File: src/sv/sst_pkg.sv
// sst_pkg: shared types and constants for the sortable stack unit
// used by sortable_stack_unit and its port checker; no dependencies
`default_nettype none

package sst_pkg;

   // default sizing of the value store
   localparam int STACK_DEPTH_DEF = 64;
   localparam int VALUE_WIDTH_DEF = 32;

   // fixed field widths of the transaction ports
   localparam int OP_W     = 2;
   localparam int PUSH_W   = 32;
   localparam int READ_W   = 32;
   localparam int STATUS_W = 2;
   localparam int DEPTH_W  = 7;

   // operation codes
   typedef enum logic [OP_W-1:0] {
      OP_PUSH = 2'd0,
      OP_POP  = 2'd1,
      OP_PEEK = 2'd2,
      OP_SORT = 2'd3
   } op_type;

   // response status codes
   typedef enum logic [STATUS_W-1:0] {
      ST_OK    = 2'd0,
      ST_EMPTY = 2'd1,
      ST_FULL  = 2'd2
   } status_type;

endpackage

`default_nettype wire

File: src/sv/sortable_stack_unit.sv
// Push, pop and peek: one transaction per cycle unless a sort runs or the response side
// stalls; a response is registered in the store read stage, then the output register.
// Sort of n stored values (n >= 2): the request side is held off while the bubble passes
// walk the store through its one read and one write port; its response does not wait for
// the passes. Sort of 0 or 1 values costs nothing.
// Reset: synchronous, clears fill count, sort sequencer and handshake state; store kept.
`default_nettype none

// sortable_stack_unit: bounded signed stack in a synchronous memory with a sort sequencer
// depends on sst_pkg
module sortable_stack_unit #(
   parameter int STACK_DEPTH = sst_pkg::STACK_DEPTH_DEF,
   parameter int VALUE_WIDTH = sst_pkg::VALUE_WIDTH_DEF
) (
   input  wire logic                                clock,
   input  wire logic                                reset,
   input  wire logic                                req_valid,
   output      logic                                req_ready,
   input  wire logic        [sst_pkg::OP_W-1:0]     req_operation,
   input  wire logic signed [sst_pkg::PUSH_W-1:0]   req_push_value,
   output      logic                                rsp_valid,
   input  wire logic                                rsp_ready,
   output      logic signed [sst_pkg::READ_W-1:0]   rsp_read_value,
   output      logic        [sst_pkg::STATUS_W-1:0] rsp_status,
   output      logic        [sst_pkg::DEPTH_W-1:0]  rsp_depth_now,
   output      logic                                rsp_is_empty
);

   localparam int ADDR_W = (STACK_DEPTH > 1) ? $clog2(STACK_DEPTH) : 1;
   localparam int CNT_W  = $clog2(STACK_DEPTH + 1);

   typedef enum logic [2:0] {
      S_IDLE,
      S_LOAD,
      S_FIRST,
      S_WALK,
      S_TAIL
   } state_type;

   // value store
   logic [VALUE_WIDTH-1:0] store_mem [STACK_DEPTH];
   logic [VALUE_WIDTH-1:0] rd_data_ff;

   // control state
   state_type                     state_ff, state_in;
   logic [CNT_W-1:0]              fill_ff, fill_in;
   logic [ADDR_W-1:0]             idx_ff, idx_in;
   logic [ADDR_W-1:0]             last_ff, last_in;
   logic [VALUE_WIDTH-1:0]        carry_ff, carry_in;

   // read stage
   logic                          p1_valid_ff;
   sst_pkg::status_type           p1_status_ff, p1_status_in;
   logic [sst_pkg::DEPTH_W-1:0]   p1_depth_ff, p1_depth_in;
   logic                          p1_empty_ff, p1_empty_in;
   logic                          p1_use_rd_ff, p1_use_rd_in;

   // output register
   logic                          out_valid_ff;
   logic signed [sst_pkg::READ_W-1:0] out_value_ff;
   sst_pkg::status_type           out_status_ff;
   logic [sst_pkg::DEPTH_W-1:0]   out_depth_ff;
   logic                          out_empty_ff;

   // memory port controls
   logic                          mem_we, mem_re;
   logic [ADDR_W-1:0]             mem_wa, mem_ra;
   logic [VALUE_WIDTH-1:0]        mem_wd;

   logic                          accept, p1_move;
   logic                          is_full, is_zero;
   logic [ADDR_W-1:0]             top_idx;
   sst_pkg::op_type               op;
   logic [VALUE_WIDTH+31:0]       push_ext;
   logic [VALUE_WIDTH+31:0]       read_ext;
   logic [CNT_W+sst_pkg::DEPTH_W-1:0] depth_ext;
   logic                          carry_gt;

   // handshake
   assign p1_move   = p1_valid_ff && (!out_valid_ff || rsp_ready);
   assign req_ready = (state_ff == S_IDLE) && (!p1_valid_ff || p1_move);
   assign accept    = req_valid && req_ready;

   // stack pointer views
   assign is_full = (fill_ff == CNT_W'(STACK_DEPTH));
   assign is_zero = (fill_ff == '0);
   assign top_idx = ADDR_W'(fill_ff - CNT_W'(1));
   assign op      = sst_pkg::op_type'(req_operation);

   // width adaption of values in and out of the store
   assign push_ext  = {{VALUE_WIDTH{req_push_value[sst_pkg::PUSH_W-1]}}, req_push_value};
   assign read_ext  = {{32{rd_data_ff[VALUE_WIDTH-1]}}, rd_data_ff};
   assign depth_ext = {{sst_pkg::DEPTH_W{1'b0}}, fill_in};

   // larger value sinks toward the bottom
   assign carry_gt = $signed(carry_ff) > $signed(rd_data_ff);

   // request decode and sort sequencer
   always_comb begin
      state_in     = state_ff;
      fill_in      = fill_ff;
      idx_in       = idx_ff;
      last_in      = last_ff;
      carry_in     = carry_ff;
      p1_status_in = sst_pkg::ST_OK;
      p1_use_rd_in = 1'b0;
      mem_we       = 1'b0;
      mem_re       = 1'b0;
      mem_wa       = '0;
      mem_ra       = '0;
      mem_wd       = '0;
      unique case (state_ff)
         S_IDLE: begin
            if (accept) begin
               unique case (op)
                  sst_pkg::OP_PUSH: begin
                     if (is_full) begin
                        p1_status_in = sst_pkg::ST_FULL;
                     end else begin
                        mem_we  = 1'b1;
                        mem_wa  = ADDR_W'(fill_ff);
                        mem_wd  = push_ext[VALUE_WIDTH-1:0];
                        fill_in = fill_ff + CNT_W'(1);
                     end
                  end
                  sst_pkg::OP_POP: begin
                     if (is_zero) begin
                        p1_status_in = sst_pkg::ST_EMPTY;
                     end else begin
                        mem_re       = 1'b1;
                        mem_ra       = top_idx;
                        fill_in      = fill_ff - CNT_W'(1);
                        p1_use_rd_in = 1'b1;
                     end
                  end
                  sst_pkg::OP_PEEK: begin
                     if (is_zero) begin
                        p1_status_in = sst_pkg::ST_EMPTY;
                     end else begin
                        mem_re       = 1'b1;
                        mem_ra       = top_idx;
                        p1_use_rd_in = 1'b1;
                     end
                  end
                  sst_pkg::OP_SORT: begin
                     if (is_zero) begin
                        p1_status_in = sst_pkg::ST_EMPTY;
                     end else if (fill_ff != CNT_W'(1)) begin
                        state_in = S_LOAD;
                        last_in  = top_idx;
                     end
                  end
                  default: begin
                     p1_status_in = sst_pkg::ST_OK;
                  end
               endcase
            end
         end
         // start of a pass: fetch the bottom entry
         S_LOAD: begin
            mem_re   = 1'b1;
            mem_ra   = '0;
            state_in = S_FIRST;
         end
         // bottom entry becomes the carried value
         S_FIRST: begin
            carry_in = rd_data_ff;
            mem_re   = 1'b1;
            mem_ra   = ADDR_W'(1);
            idx_in   = ADDR_W'(1);
            state_in = S_WALK;
         end
         // keep the smaller value moving up, drop the larger one behind
         S_WALK: begin
            mem_we = 1'b1;
            mem_wa = idx_ff - ADDR_W'(1);
            if (carry_gt) begin
               mem_wd   = carry_ff;
               carry_in = rd_data_ff;
            end else begin
               mem_wd = rd_data_ff;
            end
            if (idx_ff == last_ff) begin
               state_in = S_TAIL;
            end else begin
               mem_re = 1'b1;
               mem_ra = idx_ff + ADDR_W'(1);
               idx_in = idx_ff + ADDR_W'(1);
            end
         end
         // smallest of the pass lands at the end of the unsorted range
         S_TAIL: begin
            mem_we = 1'b1;
            mem_wa = last_ff;
            mem_wd = carry_ff;
            if (last_ff == ADDR_W'(1)) begin
               state_in = S_IDLE;
            end else begin
               last_in  = last_ff - ADDR_W'(1);
               state_in = S_LOAD;
            end
         end
         default: begin
            state_in = S_IDLE;
         end
      endcase
      p1_depth_in = depth_ext[sst_pkg::DEPTH_W-1:0];
      p1_empty_in = (fill_in == '0);
   end

   // value store, one write and one registered read per cycle
   always_ff @(posedge clock) begin
      if (mem_we) begin
         store_mem[mem_wa] <= mem_wd;
      end
      if (mem_re) begin
         rd_data_ff <= store_mem[mem_ra];
      end
   end

   // control state, read stage and output register
   always_ff @(posedge clock) begin
      if (reset) begin
         state_ff     <= S_IDLE;
         fill_ff      <= '0;
         p1_valid_ff  <= 1'b0;
         out_valid_ff <= 1'b0;
      end else begin
         state_ff <= state_in;
         fill_ff  <= fill_in;
         idx_ff   <= idx_in;
         last_ff  <= last_in;
         carry_ff <= carry_in;
         if (accept) begin
            p1_valid_ff  <= 1'b1;
            p1_status_ff <= p1_status_in;
            p1_depth_ff  <= p1_depth_in;
            p1_empty_ff  <= p1_empty_in;
            p1_use_rd_ff <= p1_use_rd_in;
         end else if (p1_move) begin
            p1_valid_ff <= 1'b0;
         end
         if (p1_move) begin
            out_valid_ff  <= 1'b1;
            out_value_ff  <= p1_use_rd_ff ? $signed(read_ext[sst_pkg::READ_W-1:0]) : '0;
            out_status_ff <= p1_status_ff;
            out_depth_ff  <= p1_depth_ff;
            out_empty_ff  <= p1_empty_ff;
         end else if (rsp_ready) begin
            out_valid_ff <= 1'b0;
         end
      end
   end

   assign rsp_valid      = out_valid_ff;
   assign rsp_read_value = out_value_ff;
   assign rsp_status     = out_status_ff;
   assign rsp_depth_now  = out_depth_ff;
   assign rsp_is_empty   = out_empty_ff;

endmodule

`default_nettype wire

File: config.mk
export PLATFORM = sky130hd
export DESIGN_NAME = sortable_stack_unit
export DESIGN_NICKNAME = d
export VERILOG_FILES = /design/src/sv/sst_pkg.sv /design/src/sv/sortable_stack_unit.sv
export SDC_FILE = /design/constraint.sdc
export NUM_CORES = 2
export LEC_CHECK = 0
export BUFFER_PORTS_ARGS = -buffer_cell sky130_fd_sc_hd__buf_2
export CAP_MARGIN = 20
export CORE_ASPECT_RATIO = 1.1
export CORE_MARGIN = 3
export CORE_UTILIZATION = 45
export CTS_CLUSTER_DIAMETER = 150
export DETAILED_ROUTE_END_ITERATION = 12
export MAX_ROUTING_LAYER = met4
export PLACE_DENSITY = 0.66
export SLEW_MARGIN = 5
export SYNTH_ARGS = -nofsm -noshare
export SYNTH_HDL_FRONTEND = slang
export SYNTH_SLANG_ARGS = --single-unit
File: constraint.sdc
create_clock -name clock -period 9.07 [get_ports clock]
set_input_delay 1.814 -clock clock [delete_from_list [all_inputs] [get_ports clock]]
set_output_delay 1.814 -clock clock [all_outputs]
set_load 0.01 [all_outputs]
### Yosys cells after proc, flatten, opt, wreduce, memory -nomap -nowiden

Memories as Yosys holds them, arrays and structs flattened. A register that Yosys moved wholly into a read port is not among the register bits.
Index checks and enable logic that the tools add are counted.

* add/sub/neg operators: 5
* $mul: 0
* div/mod/pow operators: 0
* magnitude comparators: 1
* eq/ne operators: 19
* shift operators: 0
* multiplexer cells: 54
* bitwise operators: 1
* reductions and logical operators: 25

Operators by type and width (number)
* 32-bit two-way mux: 5
* 32-bit case mux with 3 select lines: 1
* 6-bit two-way mux: 13
* 32-bit case mux with 2 select lines: 1
* 6-bit case mux with 3 select lines: 2
* 32-bit greater-than comparator: 1
* 7-bit two-way mux: 4
* 6-bit case mux with 2 select lines: 2
* 1-bit two-way mux: 15
* 3-bit two-way mux: 5
* 3-bit case mux with 5 select lines: 1
* 7-bit zero test: 2
* 7-bit case mux with 2 select lines: 1
* 2-bit inequality test (second input constant): 6
* 6-bit by 1-bit subtractor with 6-bit output (second input constant): 2
* 2-bit nonzero test: 4
* 7-bit by 1-bit adder with 7-bit output (second input constant): 1
* 7-bit == test (second input constant): 1
* 7-bit by 1-bit inequality test with 1-bit output (second input constant): 1
* 7-bit AND reduction: 1
* 7-bit by 1-bit subtractor with 7-bit output (second input constant): 1
* 6-bit by 1-bit adder with 6-bit output (second input constant): 1
* 3-bit by 2-bit == test with 1-bit output (second input constant): 2
* 6-bit by 1-bit == test with 1-bit output (second input constant): 1
* 21 further kinds: 31

* register bits: 109
* bits in latches: 0
* RAM bits: 2048
* bits in read-only memories: 0
* input port bits: 38
* output and inout port bits: 44
* logic and storage cells: 121
* memories: 1

Memory list
* store_mem: depth 64, bits a word 32, rd ports 1, clocked after Yosys merged registers in 1, write ports 1, RTL line sortable_stack_unit.sv:41 `logic [VALUE_WIDTH-1:0] store_mem [STACK_DEPTH];`

### Depth between registers and ports, before layout

* word-level depth: 10
* mapped depth: 17

### Worst setup path before layout

OpenSTA, ideal clock, no wires.

* path kind: input to register
* from: in reset
* to: reg out_depth_ff, in the netlist rsp_depth_now[0], enable pin
* setup time: 502 ps
* arrival time: 5154 ps
* required time: 8568 ps
* path slack: 3414 ps
* cell stages on the path: 2
* path through: clkbuf_1 nor3b_1

* longest elaborated chain between the ends: 2

Ends and longest elaborated chain
* start, declared: RTL line sortable_stack_unit.sv:16 `input wire logic reset,`
* 1-bit NOT (no line)
* 2-bit AND reduction (no line)
* end signal, assigned: RTL line sortable_stack_unit.sv:247 `out_depth_ff <= p1_depth_ff;`
* end, declared: RTL line sortable_stack_unit.sv:62 `logic [sst_pkg::DEPTH_W-1:0] out_depth_ff;`

Every way passes these cells.
A chain may end at the register's enable or synchronous reset.

### Worst setup path after layout

* from: reg fill_ff[1]
* to: reg rd_data_ff[16], read port of store_mem (data pin)

* longest elaborated chain between the ends: 5

Ends and longest elaborated chain
* start, declared: RTL line sortable_stack_unit.sv:46 `logic [CNT_W-1:0] fill_ff, fill_in;`
* start signal, assigned: RTL line sortable_stack_unit.sv:230 `fill_ff <= fill_in;`
* 7-bit by 1-bit subtractor with 7-bit output or 7-bit zero test (tied branches)
* 6-bit two-way mux or 1-bit two-way mux (tied branches): RTL line sortable_stack_unit.sv:127, sortable_stack_unit.sv:137
* 6-bit two-way mux or 1-bit two-way mux (tied branches)
* 6-bit two-way mux or 1-bit two-way mux (tied branches): RTL line sortable_stack_unit.sv:114 `if (accept) begin`
* 6-bit case mux with 3 select lines or 1-bit case mux with 3 select lines (tied branches): RTL line sortable_stack_unit.sv:112 `unique case (state_ff)`
* end, declared: RTL line sortable_stack_unit.sv:42 `logic [VALUE_WIDTH-1:0] rd_data_ff;`

Parallel ways exist; a longest one is shown, timed or not.

==> metrics.txt <==
status=finished clean; DR pass1 iterations=8; top cells by count, synth=2177 x edfxtp_1, 1127 x nand2_1, 492 x nand3_1, 334 x mux2i_1, 245 x a21oi_1; Min Hold Slack=about 0.42 ns; vias in the first global route=roughly 50000; Worst Path Required=between 9 and 10 ns; multi-input combinational cell area=20300 um2; Peak VDD IR=approximately 240 uV; Synth Area per Inst=between 15 and 20 um2; largest net degree at the start of global routing=about 140; EDFF count, synth=2177; leading area contributor after synthesis=edfxtp_1; nets=between 5000 and 6000; Max Cap Viol=0; port bufs=81; Cell variety after synth=67; number of remaining DRC errors=0; Ys Warns=0; I/O pin count=between 80 and 90; Die Y=between 400 and 500 um; clk_skew=approximately 0.06 ns; slowest CP cell=a21oi_1; Synth async-reset ratio=0%; crit-path cells=inv_1, ha_1, nor3b_2, nand2_1, ha_1, a32oi_1, and2_4, buf_12, buf_12, mux2i_1, a221oi_1, nor2_1, a21oi_1, a32o_1; CTS Buf Count=just over 200; HPWL after DPL=between 100 and 150 mm; compound-cell area share of the yosys netlist=about 5.6%; Critical Path Fanout Max=83; Vias/cell=approximately 6; Slew HR=approximately 17%; Area Overhead vs Synth=13.2%; hold buffers post-CTS=0; Core Region=191000 um2; share of cells above drive strength 1=12.6%; clk sinks=between 2000 and 2500; clk buf depth=3; # rows=168; post-synth top area share=approximately three quarters; Synth area leaders=edfxtp_1 75%, nand2_1 4.9%, mux2i_1 3.9%; initial antenna violation count=14; root buffer cell=clkbuf_16; Synth Area in XOR/XNOR=less than 1%; Max H-tree Level=4; setup_tns=0 ns; Max Transition Viols Final=0; PD cells=around 260 nW/um2; Die ar.=a little under 200000 um2; initial drt markers=between 7000 and 8000; Post-Route WL=244 mm; most frequent cell after synthesis=edfxtp_1; mux cell area share after synthesis=roughly 6.3%; Synth Area in Adders=0.649%; wire per inst=around 28 um; post-cts resize count=0; total number of vias=between 50000 and 60000; GR Overflow Total=0; fin crit period=~6 ns; clock-pin slew on the worst setup and hold paths=about 0.060 ns; Hold Violations, Final=0; post-synthesis register bit count=between 2000 and 2500; CTS tree=built; RSZ-0062 raised after global routing=false; period utilization=66.0%; fill count=roughly 15000; WP data arrival=6.70 ns; sequential cell area fraction in the yosys report=between 70 and 80%; placed inst area=about 90000 um2; fmax=167 MHz; Top FF cell, synth=edfxtp_1; Final GP Congestion=between 0.9 and 1; Final setup viols=0; Final Instance Area=98200 um2; critical path type=reg -> reg; Post-CTS Setup Bufs=0; P_leak=roughly 33 nW; largest incremental delay on the critical path=between 0.8 and 0.9 ns; Sequential Area=~66000 um2; Startpoint Class=flip-flop; HP Class=reg -> reg; CP Capture Type=flip-flop; first-pass GRT wire length=between 300 and 400 mm; Clk Latency, worst-skew pair=roughly 0.87 ns; cell area after synthesis=86700 um2; Die X=425 um; GRT Total Usage=roughly 25%; Synth Area in Simple Gates=under 10%; Net Count, Synth=5819; Final ANT Viol Nets=0; largest family of logic cells by synthesized area=simple AND/OR/NAND/NOR gates; Initial Util=45.4%; Synth Instances=~5700; Least-Margin Pin Slew=between 1 and 1.5 ns
-- path summary, 6_finish.rpt --
kind / startpoint / end / slack (ns) / cells after the start
worst max-delay path: fill_ff[1] / rd_data_ff[16] / 3.08 / 14
worst min-delay path: p1_depth_ff[6] / rsp_depth_now[6] / 0.42 / 0
worst max register to register: fill_ff[1] / rd_data_ff[16] / 3.08 / 14
worst min register to register: p1_depth_ff[6] / rsp_depth_now[6] / 0.42 / 0
-- area by class of cell --
class / count / share of cell area, %
clock inverters: 137 / 1.44
multi-input cells: 3149 / 20.7
clock buffers: 246 / 5.37
diodes: 9 / 0.0229
repair buffers: 243 / 2.22
flip-flops and latches: 2189 / 66.8
well taps: 2550 / 3.25
inverters: 50 / 0.191
-- power breakdown --
part           leakage, nW  switching [mW]  internal [mW]
clock network         3.25            3.77           4.82
logic                 9.53            3.56           1.50
registers             20.2           0.332           11.8
total                 33.0            7.67           18.1
-- per-layer routing --
layer / vias up / GRT usage (%) / wire length, um
li1: 22100 / - / -
met4: 0 / 10.1 / 10100
met3: 375 / 4.28 / 23200
met5: - / - / 0
met2: 2827 / 38.4 / 116000
met1: 26200 / 33.6 / 95200
-- logic make-up after synthesis --
| logic type | Yosys count |
|---|---|
| xor+xnor | 23 |
| compound gates | 735 |
| buf+inv | 398 |
| flops | 2189 |
| simple gates | 1917 |
| fa+ha+maj | 45 |
| mux | 429 |
-- flip-flops by register name (all words and copies together), names as in the netlist, 3 cells and up --
signal / cells
fill_ff: 7
rsp_read_value: 32
state_ff: 3
rd_data_ff: 32
store_mem: 2048
p1_depth_ff: 7
idx_ff: 6
last_ff: 6
rsp_depth_now: 7
carry_ff: 32
-- stage by stage --
stage	power [mW]	setup WS, ns	std cells	util (%)
6_report	25.8	3.08	8573	51.4
5_1_grt	26.6	2.86	8569	51.4
4_1_cts	25.8	3.04	8552	51.2
3_5_place_dp	17.3	2.46	8169	47.7
3_3_place_gp	17.2	2.39	8152	47.5
2_1_floorplan	15.3	3.41	5736	-
-- layout by cell type, fill, tap and decap left out, types with 67 or more instances in the layout --
cell type,n
a21oi_1,243
a221oi_1,93
a31oi_1,69
buf_2,81
buf_4,122
clkbuf_16,204
edfxtp_1,2177
mux2i_1,334
mux4_2,95
nand2_1,1124
nand3_1,491
nor2_1,69
o22ai_1,67
-- worst max-delay path: cells and delay by family, from the launching register on --
| family | cells | cell delay (ns) |
|---|---|---|
| AOI/OAI and AO/OA | 4 | 1.79 |
| adders and majority gates | 2 | 0.58 |
| buffers and inverters | 3 | 1.13 |
| DFF | 1 | 0.48 |
| muxes | 1 | 0.17 |
| and+or+nand+nor | 4 | 1.58 |
No activity file was read; power rests on OpenSTA's default activity.
